===== src/design/nbge_pkg.sv =====
`timescale 1ns / 1ps
// ----------------------------------------------------------------------------
// nbge_pkg: shared types and constants
// Request/result payloads, configuration bundle, sequencer states and codes
// for the direct-sum gravity Euler step block.
// ----------------------------------------------------------------------------
package nbge_pkg;

    localparam int MAX_BODIES = 1024;
    localparam int ADDR_W     = $clog2(MAX_BODIES);
    localparam int CNT_W      = $clog2(MAX_BODIES + 1);
    localparam int ENTRY_W    = 96;
    localparam int PADDR_W    = 4;

    localparam logic OP_LOAD   = 1'b0;
    localparam logic OP_UPDATE = 1'b1;

    localparam logic [1:0] REG_BODY_COUNT   = 2'd0;
    localparam logic [1:0] REG_GRAVITY_GAIN = 2'd1;
    localparam logic [1:0] REG_TIME_STEP    = 2'd2;

    typedef struct packed {
        logic               op;
        logic        [9:0]  body_index;
        logic signed [31:0] pos_x;
        logic signed [31:0] pos_y;
        logic signed [31:0] vel_x;
        logic signed [31:0] vel_y;
        logic        [31:0] body_mass_in;
    } nbge_req_t;

    typedef struct packed {
        logic signed [31:0] accel_x;
        logic signed [31:0] accel_y;
        logic signed [31:0] new_vel_x;
        logic signed [31:0] new_vel_y;
        logic signed [31:0] new_pos_x;
        logic signed [31:0] new_pos_y;
        logic               overflow_flag;
        logic               coincident_flag;
    } nbge_rsp_t;

    typedef struct packed {
        logic [10:0] body_count;
        logic [31:0] gravity_gain;
        logic [31:0] time_step;
    } nbge_cfg_t;

    typedef enum logic [4:0] {
        ST_IDLE,
        ST_NEXT,
        ST_DIFF,
        ST_SQ_A,
        ST_SQ_B,
        ST_SQ_C,
        ST_GM,
        ST_ROOT,
        ST_DEN_A,
        ST_DEN_B,
        ST_DEN_C,
        ST_NUM_A,
        ST_NUM_B,
        ST_DIV,
        ST_ACC,
        ST_NUM_Y,
        ST_SAT,
        ST_VEL_X,
        ST_VEL_Y,
        ST_POS_X,
        ST_POS_Y,
        ST_POS_END,
        ST_OUT
    } nbge_state_t;

endpackage


===== src/design/nbge_cfg.sv =====
`timescale 1ns / 1ps
// ----------------------------------------------------------------------------
// nbge_cfg: configuration registers
// APB-style register file for body count, gravity gain and time step.
// ----------------------------------------------------------------------------
module nbge_cfg
    import nbge_pkg::*;
(
    input  logic               clk,
    input  logic               rst_n,
    input  logic               psel,
    input  logic               penable,
    input  logic               pwrite,
    input  logic [PADDR_W-1:0] paddr,
    input  logic [31:0]        pwdata,
    output logic [31:0]        prdata,
    output logic               pready,
    output nbge_cfg_t          cfg
);

    nbge_cfg_t  cfg_reg;
    logic [1:0] reg_sel;
    logic       wr_en;

    assign reg_sel = paddr[3:2];
    assign pready  = 1'b1;
    assign wr_en   = psel && penable && pwrite && pready;

    always_ff @(posedge clk or negedge rst_n)
    begin
        if (!rst_n)
        begin
            cfg_reg <= '0;
        end
        else if (wr_en)
        begin
            unique case (reg_sel)
                REG_BODY_COUNT:   cfg_reg.body_count   <= pwdata[10:0];
                REG_GRAVITY_GAIN: cfg_reg.gravity_gain <= pwdata;
                REG_TIME_STEP:    cfg_reg.time_step    <= pwdata;
                default:          ;
            endcase
        end
    end

    always_comb
    begin
        unique case (reg_sel)
            REG_BODY_COUNT:   prdata = {21'd0, cfg_reg.body_count};
            REG_GRAVITY_GAIN: prdata = cfg_reg.gravity_gain;
            REG_TIME_STEP:    prdata = cfg_reg.time_step;
            default:          prdata = 32'd0;
        endcase
    end

    assign cfg = cfg_reg;

endmodule


===== config.mk =====
export PLATFORM = sky130hd
export DESIGN_NAME = nbge_cfg
export DESIGN_NICKNAME = d
export VERILOG_FILES = /design/src/design/nbge_pkg.sv /design/src/design/nbge_cfg.sv
export SDC_FILE = /design/constraint.sdc
export NUM_CORES = 1
export LEC_CHECK = 0
export ABC_AREA = 1
export ABC_CLOCK_PERIOD_IN_PS = 800
export BUFFER_PORTS_ARGS = -buffer_cell sky130_fd_sc_hd__buf_2
export CAP_MARGIN = 20
export CORE_MARGIN = 4
export CORE_UTILIZATION = 47
export CTS_CLUSTER_DIAMETER = 100
export DETAILED_ROUTE_END_ITERATION = 6
export PLACE_DENSITY_LB_ADDON = 0.15
export SLEW_MARGIN = 40
export SYNTH_ARGS = -nofsm -noshare
export SYNTH_HDL_FRONTEND = slang
export SYNTH_SLANG_ARGS = --single-unit

===== constraint.sdc =====
create_clock -name clk -period 0.8 [get_ports clk]
set_input_delay 0 -clock clk [delete_from_list [all_inputs] [get_ports clk]]
set_output_delay 0 -clock clk [all_outputs]
set_load 0.02 [all_outputs]

# After elaboration in Yosys (flattened, before gate mapping)
# Cells that the tools add are included.
totals:
  ff_bits: 75
  in_bits: 41
  output_inout_bits: 108
op_classes:
  n_eq_ne: 2
  mux: 1
  reduce_logical: 6
op_table:
  columns: ["op", "count"]
  rows:
  - ["$pmux 32 s3", 1]
  - ["$reduce_and 2->1", 3]
  - ["$eq 2x1->1 const B", 1]
  - ["$eq 2x2->1 const B", 1]
  - ["$logic_and 1x1->1", 2]
  - ["$logic_not 2->1", 1]

# Longest topological paths before layout
logic_depth:
  ltp_word: 3
  mapped_depth: 7
  depth_no_buf: 6

# Worst setup path after synthesis
# No wires, ideal clock.
synth_path:
  path_kind: "reg2out"
  start: "register cfg_reg (netlist bit cfg[64])"
  end: "output port prdata[0]"
  t_arrival_ps: 724
  required_ps: 800
  setup_slack_ps: 76
  stages_incl_launch_ff: 3
  path_buffers: 0
  path_cell_list: "dfrtp_1 -> nand2_1 -> nand3_1"
synth_between:
  elab_chain_len: 1
synth_rtl:
  columns: ["item", "line_no", "rtl"]
  rows:
  - ["start: declaration", "nbge_cfg.sv:21", "nbge_cfg_t cfg_reg;"]
  - ["$pmux 32 s3", "nbge_cfg.sv:48", "unique case (reg_sel)"]
  - ["end: declaration", "nbge_cfg.sv:16", "output logic [31:0] prdata,"]
# Every way passes these cells.

# Worst setup path in the final report
layout_path:
  start: "register cfg_reg (netlist bit cfg[61])"
  end: "output port prdata[29]"
# Same word-level chain as after synthesis.

==> flow_summary.ini <==
[sta]
hold_ws_ps = 163
fin_setup_tns_ps = -26430
final_setup_fails = 136
final-hold-violation-count = 0
rsz_0062_raised_after_global_routing = true
setup_slack_ps = -369
fin_skew_ps = 0
achievable-frequency_mhz = 856
period_needed_ps = 1170
layout_worst_path_cycle_share = 1.46
slew_viols_final = 0

[place]
placed_cells = 688
gp_congestion = 0.809
place.detailed.hpwl_um = 6990
io_buffers = 145

[power]
power.density_cell_area_mw_per_mm2 = 2450
irDropWorstVdd_mv = 1.38
power_leakage_uw = 0.00362

[clock_tree]
tritoncts.num_buffers = 9
clk_latency_ps = 360
tritoncts = yes
clock-root-buffer = clkbuf_8
cts_htree_levels = 3
clk_pin_slew_ps = 80
clk_path_buf_depth = 2
cts_sinks = 75

[floorplanning]
core.rowCount = 30
dieWidth_um = 92.9
io-pin-count = 149
design.core.area_mm2 = 0.00691
chipHeight_um = 92.9
design.die.area_mm2 = 0.00863
initial_utilization = 0.490

[flow_run]
maxCapViolCount = 0

[logic_synthesis]
synth_top_cell_area_share = 0.554
synth.largest_area_cell = dfrtp_1
synth.cell_area_mm2 = 0.00339
synth_fp_nets = 489
synth.mux.area_fraction = 0
synth_top_family_by_area = simple AND/OR/NAND/NOR gates
syn_avg_cell_area_um2 = 7.56
post_synth_xor_area_fraction = 0
ys_warn_count = 0
synth-adder-area-share = 0
synth_simple_gate_area_share = 0.396
synthesis.instances = 448
post_synth_num_cell_types = 12
netlist_top_cells_area = dfrtp_1, nand2_1, buf_4, nand3_1, buf_2
synth-seq-area-share = 0.554
synth-seq-cells = 75
synth_compound_area_frac = 0

[cells_and_area]
fill_cells = 200
nets_final = 760
layout-drive-gt1-share = 0.436
max_reg_flops = 75
syn_to_final_growth_pct = 92.3
num_antenna_cells = 0
finish.cell_count_without_fillers = 820
utilization = 0.943

[routing]
vias_per_cell = 5.83
drc_errors = 0
routed_via_count = 4781
wl_per_cell_um = 22.2
routed_wirelength_um = 18200
detail_route.iter0.violations = 525
postRouteAntennaNets = 0
drt_pass1_iterations = 6

[critical_path]
slowest_delay_ps = 460
crit_path_top_delay_cell = dfrtp_1
data_arrival_time_at_the_worst_slack_endpoint_ps = 1170
timing.rr.start = cfg[29]
critPathCaptureType = output port
crit_path_frequent_cell = nand2_1
cp_max_fo = 3
cp-startpoint = cfg[61]
worst-endpoint-required_ps = 800
startpoint_class_of_the_critical_path = flip-flop
timing.setup.critical_path_class = reg2out
cp_cell_sequence = nand2_1 -> nand2_1 -> buf_6

[grt]
antenna_found_initial = 0
total_grt_usage = 0.293
grt_max_degree = 44
wire_length_of_the_first_global_routing_pass_um = 19700
overflow = 0
vias_in_the_first_global_route = 4023

[outcome]
outcome = complete, but fails checks
failed_checks = negative setup slack

[worst_hold_path]
hold_path.class = in2async
-- placed cells by master (no fill, tap or decap) --
cell type,Yosys,routed
buf_6,0,157
nor2_4,2,2
nor2_1,2,2
buf_2,8,40
clkinvlp_4,0,1
buf_12,0,11
dfrtp_1,75,75
nor2_2,1,1
nand2_1,324,296
buf_4,14,41
clkbuf_1,0,1
clkbuf_8,0,13
conb_1,1,1
nand2_2,4,32
nand3_2,1,12
inv_2,5,5
dlygate4sd3_1,0,33
inv_6,0,1
-- synth_stat cells --
library cell    n
nand2_1       324
dfrtp_1        75
buf_4          14
nand2_2         4
nand3_2         1
nor2_2          1
buf_2           8
nor2_4          2
nor2_1          2
conb_1          1
nand3_1        11
inv_2           5
-- worst paths after layout --
kind | endpoint | slack (ps) | depth (start not counted)
max in group asynchronous | cfg[64] | 400 | 3
worst max register to register | cfg[29] | -140 | 4
worst max-delay path | prdata[29] | -370 | 3
worst min-delay path | cfg[55] | 160 | 3
min in group clk | cfg[74] | 180 | 6
worst min register to register | cfg[38] | 520 | 2
-- area by class of cell --
class / count / area, um^2 / area share
Timing Repair Buffer: 282 / 2830 / 0.434
Sequential cell: 75 / 1880 / 0.288
Multi-Input combinational cell: 346 / 1470 / 0.226
Clock buffer: 14 / 183 / 0.0280
Tap cell: 96 / 120 / 0.0184
Inverter: 5 / 18.8 / 0.00288
Clock inverter: 2 / 16.3 / 0.00250
-- cells by family after synthesis --
family | count (synthesis)
buffers and inverters | 27
flip-flops | 75
other | 1
AND/OR/NAND/NOR | 345
-- where the power goes --
group          switching (uW)  internal (uW)
sequential                948           4560
clock                    1550           1480
combinational            3550           3870
total                    6050           9910
-- critical path, delay by kind of cell (launching register included) --
family	cells	cell delay, ps
buffers and inverters	1	130
and+or+nand+nor	2	220
DFF	1	460
-- per-stage QoR --
stage,setup WS (ps),cell area [um^2],total power (uW)
2_1_floorplan,76.0,3390,7330
4_1_cts,-262,5840,13800
3_5_place_dp,-113,4390,8950
6_report,-369,6510,16000
5_1_grt,-391,6510,16400
3_3_place_gp,-66.7,4390,8860
-- timing repair --
| action | CTS | global route |
|---|---|---|
| hold buffers | 33 | 0 |
| buffers inserted | 34 | 53 |
| pin swaps | 71 | 38 |
| endpoints found under the hold margin | 150 | 0 |
| resized for setup | 208 | 92 |
| endpoints found under the setup margin | 107 | 116 |
-- routing by layer --
layer,vias to the layer above,part of all wire,GRT usage
met2,501,0.48,0.515
li1,1884,-,-
met5,-,0,0
met3,171,0.12,0.0561
met4,0,0.076,0.112
met1,2225,0.33,0.353
(Power assumes the default switching activity.)
