File: config.mk
export PLATFORM = sky130hd
export DESIGN_NAME = nbge_ram
export DESIGN_NICKNAME = d
export VERILOG_FILES = /design/src/design/nbge_ram.sv
export SDC_FILE = /design/constraint.sdc
export NUM_CORES = 1
export LEC_CHECK = 0
export BUFFER_PORTS_ARGS = -buffer_cell sky130_fd_sc_hd__buf_2
export CORE_MARGIN = 1
export CORE_UTILIZATION = 37
export DETAILED_ROUTE_END_ITERATION = 8
export PLACE_DENSITY = 0.54
export SETUP_SLACK_MARGIN = 0.4
export SLEW_MARGIN = 20
export SYNTH_ARGS = -nofsm -noshare
export SYNTH_HDL_FRONTEND = slang
export SYNTH_SLANG_ARGS = --single-unit
File: constraint.sdc
create_clock -name clk -period 3.41 [get_ports clk]
set_input_delay 0.1705 -clock clk [delete_from_list [all_inputs] [get_ports clk]]
set_output_delay 0.1705 -clock clk [all_outputs]
set_load 0.02 [all_outputs]
File: src/design/nbge_ram.sv
`timescale 1ns / 1ps
// ----------------------------------------------------------------------------
// nbge_ram: generic simple dual-port RAM
// One write port, one read port with registered read data.
// ----------------------------------------------------------------------------
module nbge_ram #(
    parameter int WIDTH = 32,
    parameter int DEPTH = 16
) (
    input  logic                     clk,
    input  logic                     we,
    input  logic [$clog2(DEPTH)-1:0] waddr,
    input  logic [WIDTH-1:0]         wdata,
    input  logic [$clog2(DEPTH)-1:0] raddr,
    output logic [WIDTH-1:0]         rdata
);

    logic [WIDTH-1:0] mem [DEPTH];
    logic [WIDTH-1:0] rdata_reg;

    always_ff @(posedge clk)
    begin
        if (we)
        begin
            mem[waddr] <= wdata;
        end
        rdata_reg <= mem[raddr];
    end

    assign rdata = rdata_reg;

endmodule

-- Yosys cells after proc, flatten, opt, wreduce, memory -nomap -nowiden
Memory sizes are Yosys's and may differ from the RTL's. A register that Yosys moved wholly into a read port is not among the register bits.
Cells that the tools add are included.
- word-level logic and storage cells: 3
- input port bits: 42
- memories kept: 1
- output and inout port bits: 32
- memory bits (writable): 512
- register bits: 0
- mux-type cells: 2
- memory list (memory ; depth ; width ; rd ports ; clocked after Yosys merged registers in ; write ports ; RTL line ; text):
    mem ; 16 ; 32 ; 1 ; 1 ; 1 ; 18 ; logic [WIDTH-1:0] mem [DEPTH];
- operators by type and width (kind ; count):
    $mux 1 ; 2

-- Logic depth before layout (Yosys ltp)
Gate-level depths: netlist of run 1.
- depth after elaboration: 2
- depth in mapped cells: 5
- mapped depth without buffers: 3

-- Least setup slack after synthesis of run 1
OpenSTA, ideal clock, no wires.
- path type: in2reg
- start: input waddr[2]
- end: memory mem[0][0] (enable)
- required time: 2.949 ns
- buffers on the path: 0
- setup time: 0.461 ns
- stages: 2
- slack: 0.060 ns
- data arrival time: 2.889 ns
- cells stage by stage: or3b_2 nor3_1
- RTL lines (element ; RTL line ; text):
    start: declaration ; 12 ; input logic [$clog2(DEPTH)-1:0] waddr,
    end: declaration ; 18 ;
No word-level cell before the write port.

-- Worst setup path after layout of run 1
- start: input waddr[2]
- end: memory mem[9][13] (enable)
No word-level cell before the write port.

==> out/metrics.cfg, run 1 <==
[yosys]
synthMuxAreaShare_pct = 14.5
avgSynthCellArea_um2 = 23.7
asyncSetResetFlopFracSynth_pct = 0
synth-adder-area-share_pct = 0
synth_cell_types = 18
yosys-top-cells-count = edfxtp_1 (512), mux4_2 (128), a22oi_1 (64)
synth_top_family_by_area = multiplexers
yosysMostFrequentCell = edfxtp_1
yosysWarnings = 0
synthSimpleGateAreaFrac_pct = 1.27
synth_top_area_share_pct = 77.4
ys_seq_area_share_pct = 80.7
synth_edf_count = 512
syn_nets = 880
synth_area_um2 = 19900
synth_compound_area_share_pct = 2.42
synth_xor_area_share_pct = 0
ys.flop_type = edfxtp_1
yosys.area.top_type = edfxtp_1
synthCells = 838
synth_seq_cells = 544
synthTopCellsByArea = edfxtp_1 (77%), mux4_2 (15%), dfxtp_1 (3.2%), a22oi_1 (2.4%), nand2_1 (0.62%)

[clock_tree]
cts_resized = 0
cts_sinks = 544
numCtsBuffers = 56
clockBufferDepth = 3
clk-insertion-delay-late_ns = 0.59
hold_buffers = 32
root_buffer = clkbuf_16
htree_levels = 2
post_cts_buffers = 0
cts_tree = built
clk_pin_slew_worst_paths_ns = 0.06

[detailed_routing]
wl_per_cell_um = 24.7
wl_met2_um = 19900
drt-total-wl_um = 42600
dr.max_layer_used = met5
wl_met1_um = 19800
routed-wl-met3_um = 2250
drt-initial-drc-count = 770
antenna_left = 0
via_count = 8976
avgViaCountPerCell = 5.20
drc = 0
drtPass1Iterations = 7

[final_layout]
nets = 1033
fillCellCount = 4498
instances_no_fill = 1725
final_layout_size_suffix_gt1_share_pct = 32.5
n_antenna_cell = 0
register_area_um2 = 16000
syn_to_final_growth_pct = 18.3
largest_register_ffs = 512
multi_input_area_um2 = 3770
fin_area_um2 = 23500

[global_routing]
grt_pass1_wl_um = 63200
grt_max_degree = 45
antenna_found_initial = 2
grt.total_usage_pct = 16.1
grt_pass1_vias = 9473
grt.overflow.total = 0

[timing]
slew_headroom_pct = 34.7
fmax_mhz = 650
drv_slew = 0
hold_viol = 0
skew_ns = 0.0106
grt_setup_unrepaired = no
tightest_slew_ns = 0.980
fin_ws_ns = 1.87
setup_tns_ns = 0
fin_crit_sh_pct = 45.1
setup_viol = 0
finalCriticalPeriod_ns = 1.54

[power]
ir_worst_vdd_mv = 0.407
power_mw = 14.2
p_per_area_nw_per_um2 = 606
total_leakage_power_nw = 7.56

[critical_path]
r2r_slack_ns = 1.96
crit_family = simple AND/OR/NAND/NOR gates
crit_type = in2reg
cp-start-kind = primary input
crit_path_end_kind = register
cp_slowest_cell = nor2_4
timing.critical_path.buf_inv = 2
cp_cell_sequence = buf_2 > nand3b_1 > nor2_4 > buf_4
crit_path_max_fanout = 14
cp.arrival_ns = 1.81
cp.required_ns = 3.68
max_stage_delay_ns = 0.67

[hold_path]
holdCritPathClass = in2reg

[die]
die_y_um = 234
io-pin-count = 74
initial_core_util_pct = 37.6
core-area_um2 = 52800
die_w_um = 234
die_area_um2 = 54600
rows = 84

[placed_design]
portBuffers = 73
hpwl_um = 24000
place_area_um2 = 21300
place.gp.congestion = 0.709
dp_slack_ns = 1.20
dp_cells = 1589

[status]
status = finished, final reports clean

[job]
maxCapViolations = 0

## metrics by stage
step                hold slack, ns  util (%)
global placement             0.550      40.5
finish                       0.123      44.5
detailed placement           0.563      40.5
global route                 0.109      44.5
floorplan                    0.269         -
CTS                         0.0821      44.5
## worst paths after layout
check                                 start    endpoint  cells after the start
worst max-delay path               waddr[2]  mem[9][13]                      4
worst min-delay path               waddr[1]  mem[8][24]                      2
worst max register to register    mem[3][4]    rdata[4]                      3
worst min register to register  mem[11][28]   rdata[28]                      3
## area by class of cell
class / count / area share [%]
flip-flops and latches: 544 / 68.2
clock inverters: 25 / 0.959
repair buffers: 138 / 4.36
multi-input cells: 251 / 16.0
well taps: 688 / 3.67
clock buffers: 79 / 6.77
## cell usage in the layout, fill, tap and decap left out, types with 6 or more instances in the layout
cell type and instances:
edfxtp_1 512, mux4_2 128, buf_2 71, a22oi_1 64, clkbuf_16 57, nand2_1 33, dlygate4sd3_1 32, dfxtp_1 32
buf_4 27, clkbuf_1 14, nor2_4 13, clkinv_2 10, clkbuf_8 9, clkinv_1 8, buf_12 6
## power by group
part	leakage (nW)	switching [mW]	internal, mW
clock network	0.893	2.44	3.54
logic	1.77	0.440	0.298
registers	4.89	0.0473	7.48
## cell families after synthesis
family                 after synthesis
AO/OA/AOI/OAI                       64
buffers and inverters               43
flip-flops                         544
multiplexers                       128
AND/OR/NAND/NOR                     59
## routing by layer
layer / vias to the layer above / track usage [%]
met5: - / 0
met4: 4 / 3.59
met3: 59 / 3.75
met2: 195 / 24.9
met1: 4835 / 23.1
li1: 3883 / -
Power figures use the tool's default switching activity.
==> run 2, diff against run 1 <==
--- a/config.mk
+++ b/config.mk
@@ -9,7 +9,7 @@
 export CORE_MARGIN = 1
 export CORE_UTILIZATION = 37
 export DETAILED_ROUTE_END_ITERATION = 8
-export PLACE_DENSITY = 0.54
+export PLACE_DENSITY = 0.52
 export SETUP_SLACK_MARGIN = 0.4
 export SLEW_MARGIN = 20
 export SYNTH_ARGS = -nofsm -noshare
==> constraint.sdc (replaced) <==
create_clock -name clk -period 1.55 [get_ports clk]
set_input_delay 0.0775 -clock clk [delete_from_list [all_inputs] [get_ports clk]]
set_output_delay 0.0775 -clock clk [all_outputs]
set_load 0.02 [all_outputs]
==> run 2 against run 1 <==
Against the previous run:
- critical path depth is the same
- first-iteration DRC count decreased by 2.7%
- wire length up 2.8%
- clock skew grew 0.0014 ns
- register-to-register slack got worse by 1.7 ns
- sequential power increased by 120%
- cell area is 4.8% higher
- worst hold slack got worse by 0.021 ns
- clock power rose by 110%
- count of clock-buffer cells in the layout is 8 higher
- combinational power grew to 2.6 times the previous value
- core utilization is 2.1 points higher
- largest cell class unchanged
- largest power group unchanged
==> out/metrics.cfg, run 2 (synthesis results as in run 1) <==
[final_layout]
fin_area_um2 = 24600  ; was 23,500 µm²
fillCellCount = 4387  ; was 4,498
largest_register_ffs = 512  ; unchanged
register_area_um2 = 16100  ; was 16,000 µm²
syn_to_final_growth_pct = 23.9  ; was 18.3%
final_layout_size_suffix_gt1_share_pct = 39.7  ; was 32.5%
layout_commonest_cell = edfxtp_1  ; unchanged
instances_no_fill = 1766  ; was 1,725
n_antenna_cell = 0  ; unchanged
layout_common_cells = edfxtp_1 (512), mux4_2 (128), clkbuf_16 (56)  ; was edfxtp_1 (512), mux4_2 (128), buf_2 (71)
multi_input_area_um2 = 3910  ; was 3770 µm²
final_util_pct = 46.6  ; was 44.5%
nets = 1076  ; was 1,033

[die]
die_area_um2 = 54600  ; unchanged
io-pin-count = 74  ; unchanged
die_w_um = 234  ; unchanged
rows = 84  ; unchanged
core-area_um2 = 52800  ; unchanged
die_y_um = 234  ; unchanged
initial_core_util_pct = 37.6  ; unchanged

[detailed_routing]
drt-initial-drc-count = 749  ; was 770
avgViaCountPerCell = 5.17  ; was 5.20
antenna_left = 0  ; unchanged
via_count = 9125  ; was 8,976
wl_per_cell_um = 24.8  ; was 24.7 µm
drtPass1Iterations = 7  ; unchanged
drt-total-wl_um = 43900  ; was 42,600 µm
drc = 0  ; unchanged

[timing]
finalCriticalPeriod_ns = 1.30
grt_setup_unrepaired = yes  ; was no
slew_headroom_pct = 67.8  ; was 34.7%
setup_viol = 0  ; unchanged
setup_tns_ns = 0  ; unchanged
hold_ws_ns = 0.102  ; was 0.123 ns
tightest_slew_ns = 0.483  ; was 0.980 ns
skew_ns = 0.0121  ; was 0.0106 ns
drv_slew = 0  ; unchanged
fin_crit_sh_pct = 84.0
fmax_mhz = 768
fin_ws_ns = 0.248  ; was 1.87 ns
hold_viol = 0  ; unchanged

[critical_path]
crit_path_end_kind = register  ; unchanged
crit_path_max_fanout = 1  ; was 14
cp.required_ns = 2.04  ; was 3.68 ns
crit_type = reg2reg  ; was in2reg
cp.arrival_ns = 1.80  ; was 1.81 ns
cp-start-kind = register  ; was primary input

[clock_tree]
clk-insertion-delay-late_ns = 0.61  ; was 0.59 ns
numCtsBuffers = 56  ; unchanged
htree_levels = 2  ; unchanged
clk_pin_slew_worst_paths_ns = 0.06  ; about the same
cts_sinks = 544  ; unchanged
root_buffer = clkbuf_16  ; unchanged
post_cts_buffers = 0  ; unchanged
clockBufferDepth = 3  ; unchanged
cts_tree = built  ; unchanged

[hold_path]
holdCritPathClass = in2reg  ; unchanged

[placed_design]
place.gp.congestion = 0.685  ; was 0.709
hpwl_um = 24900  ; was 24,000 µm
portBuffers = 73  ; unchanged
place_area_um2 = 22200  ; was 21,300 µm²
dp_slack_ns = -0.0841  ; was 1.20 ns
dp_cells = 1632  ; was 1,589

[global_routing]
antenna_found_initial = 1  ; was 2
grt_max_degree = 33  ; was 45
grt_pass1_wl_um = 65200  ; was 63,200 µm
grt.overflow.total = 0  ; unchanged
grt.total_usage_pct = 16.7  ; was 16.1%
grt_pass1_vias = 9806  ; was 9,473

[power]
p_per_area_nw_per_um2 = 1270  ; was 606 nW/µm²
ir_worst_vdd_mv = 0.923  ; was 0.407 mV
power_mw = 31.2  ; was 14.2 mW
total_leakage_power_nw = 7.94  ; was 7.56 nW

[job]
maxCapViolations = 0  ; unchanged

[status]
status = finished, final reports clean  ; unchanged

## run 2: timing repair
action,in CTS,in global routing
cloned,0,0
hold endpoints to repair,512,0
gates resized for setup,112,6
pin swaps,6,4
hold buffers,32,0
setup endpoints to repair,64,64
## run 2: worst max-delay path, cell delays in order, from the launching register on
cell      delay [ns]
edfxtp_1        0.35
mux4_2          0.48
a22oi_2         0.17
buf_4           0.14
nand2_2         0.04
## run 2: routing by layer
layer  wire length, µm  vias to the layer above  GRT usage [%]
met3              1880                       63           3.04
met5                17                        -              0
li1                  -                     3975              -
met4               797                        2           4.30
met2             21200                      201           26.8
met1             20000                     4884           23.6
## run 2: power by group
part / leakage (nW) / internal (mW) / total (mW) / switching (mW)
Combinational: 2.20 / 0.931 / 1.94 / 1.01
Clock: 0.840 / 7.24 / 12.7 / 5.44
Sequential: 4.90 / 16.5 / 16.6 / 0.124
## run 2: layout make-up
type	count	share of cell area, %
clock inverters	15	0.514
repair buffers	181	8.32
flip-flops and latches	544	65.3
clock buffers	87	6.50
multi-input cells	251	15.9
well taps	688	3.50
## run 2: final timing paths
| path | cells past startpoint | slack (ns) | start | to |
|---|---|---|---|---|
| max | 4 | 0.25 | mem[3][16] | rdata[16] |
| min | 3 | 0.10 | waddr[1] | mem[12][13] |
| max reg2reg | 4 | 0.25 | mem[3][16] | rdata[16] |
| min reg2reg | 3 | 0.67 | mem[7][0] | rdata[0] |
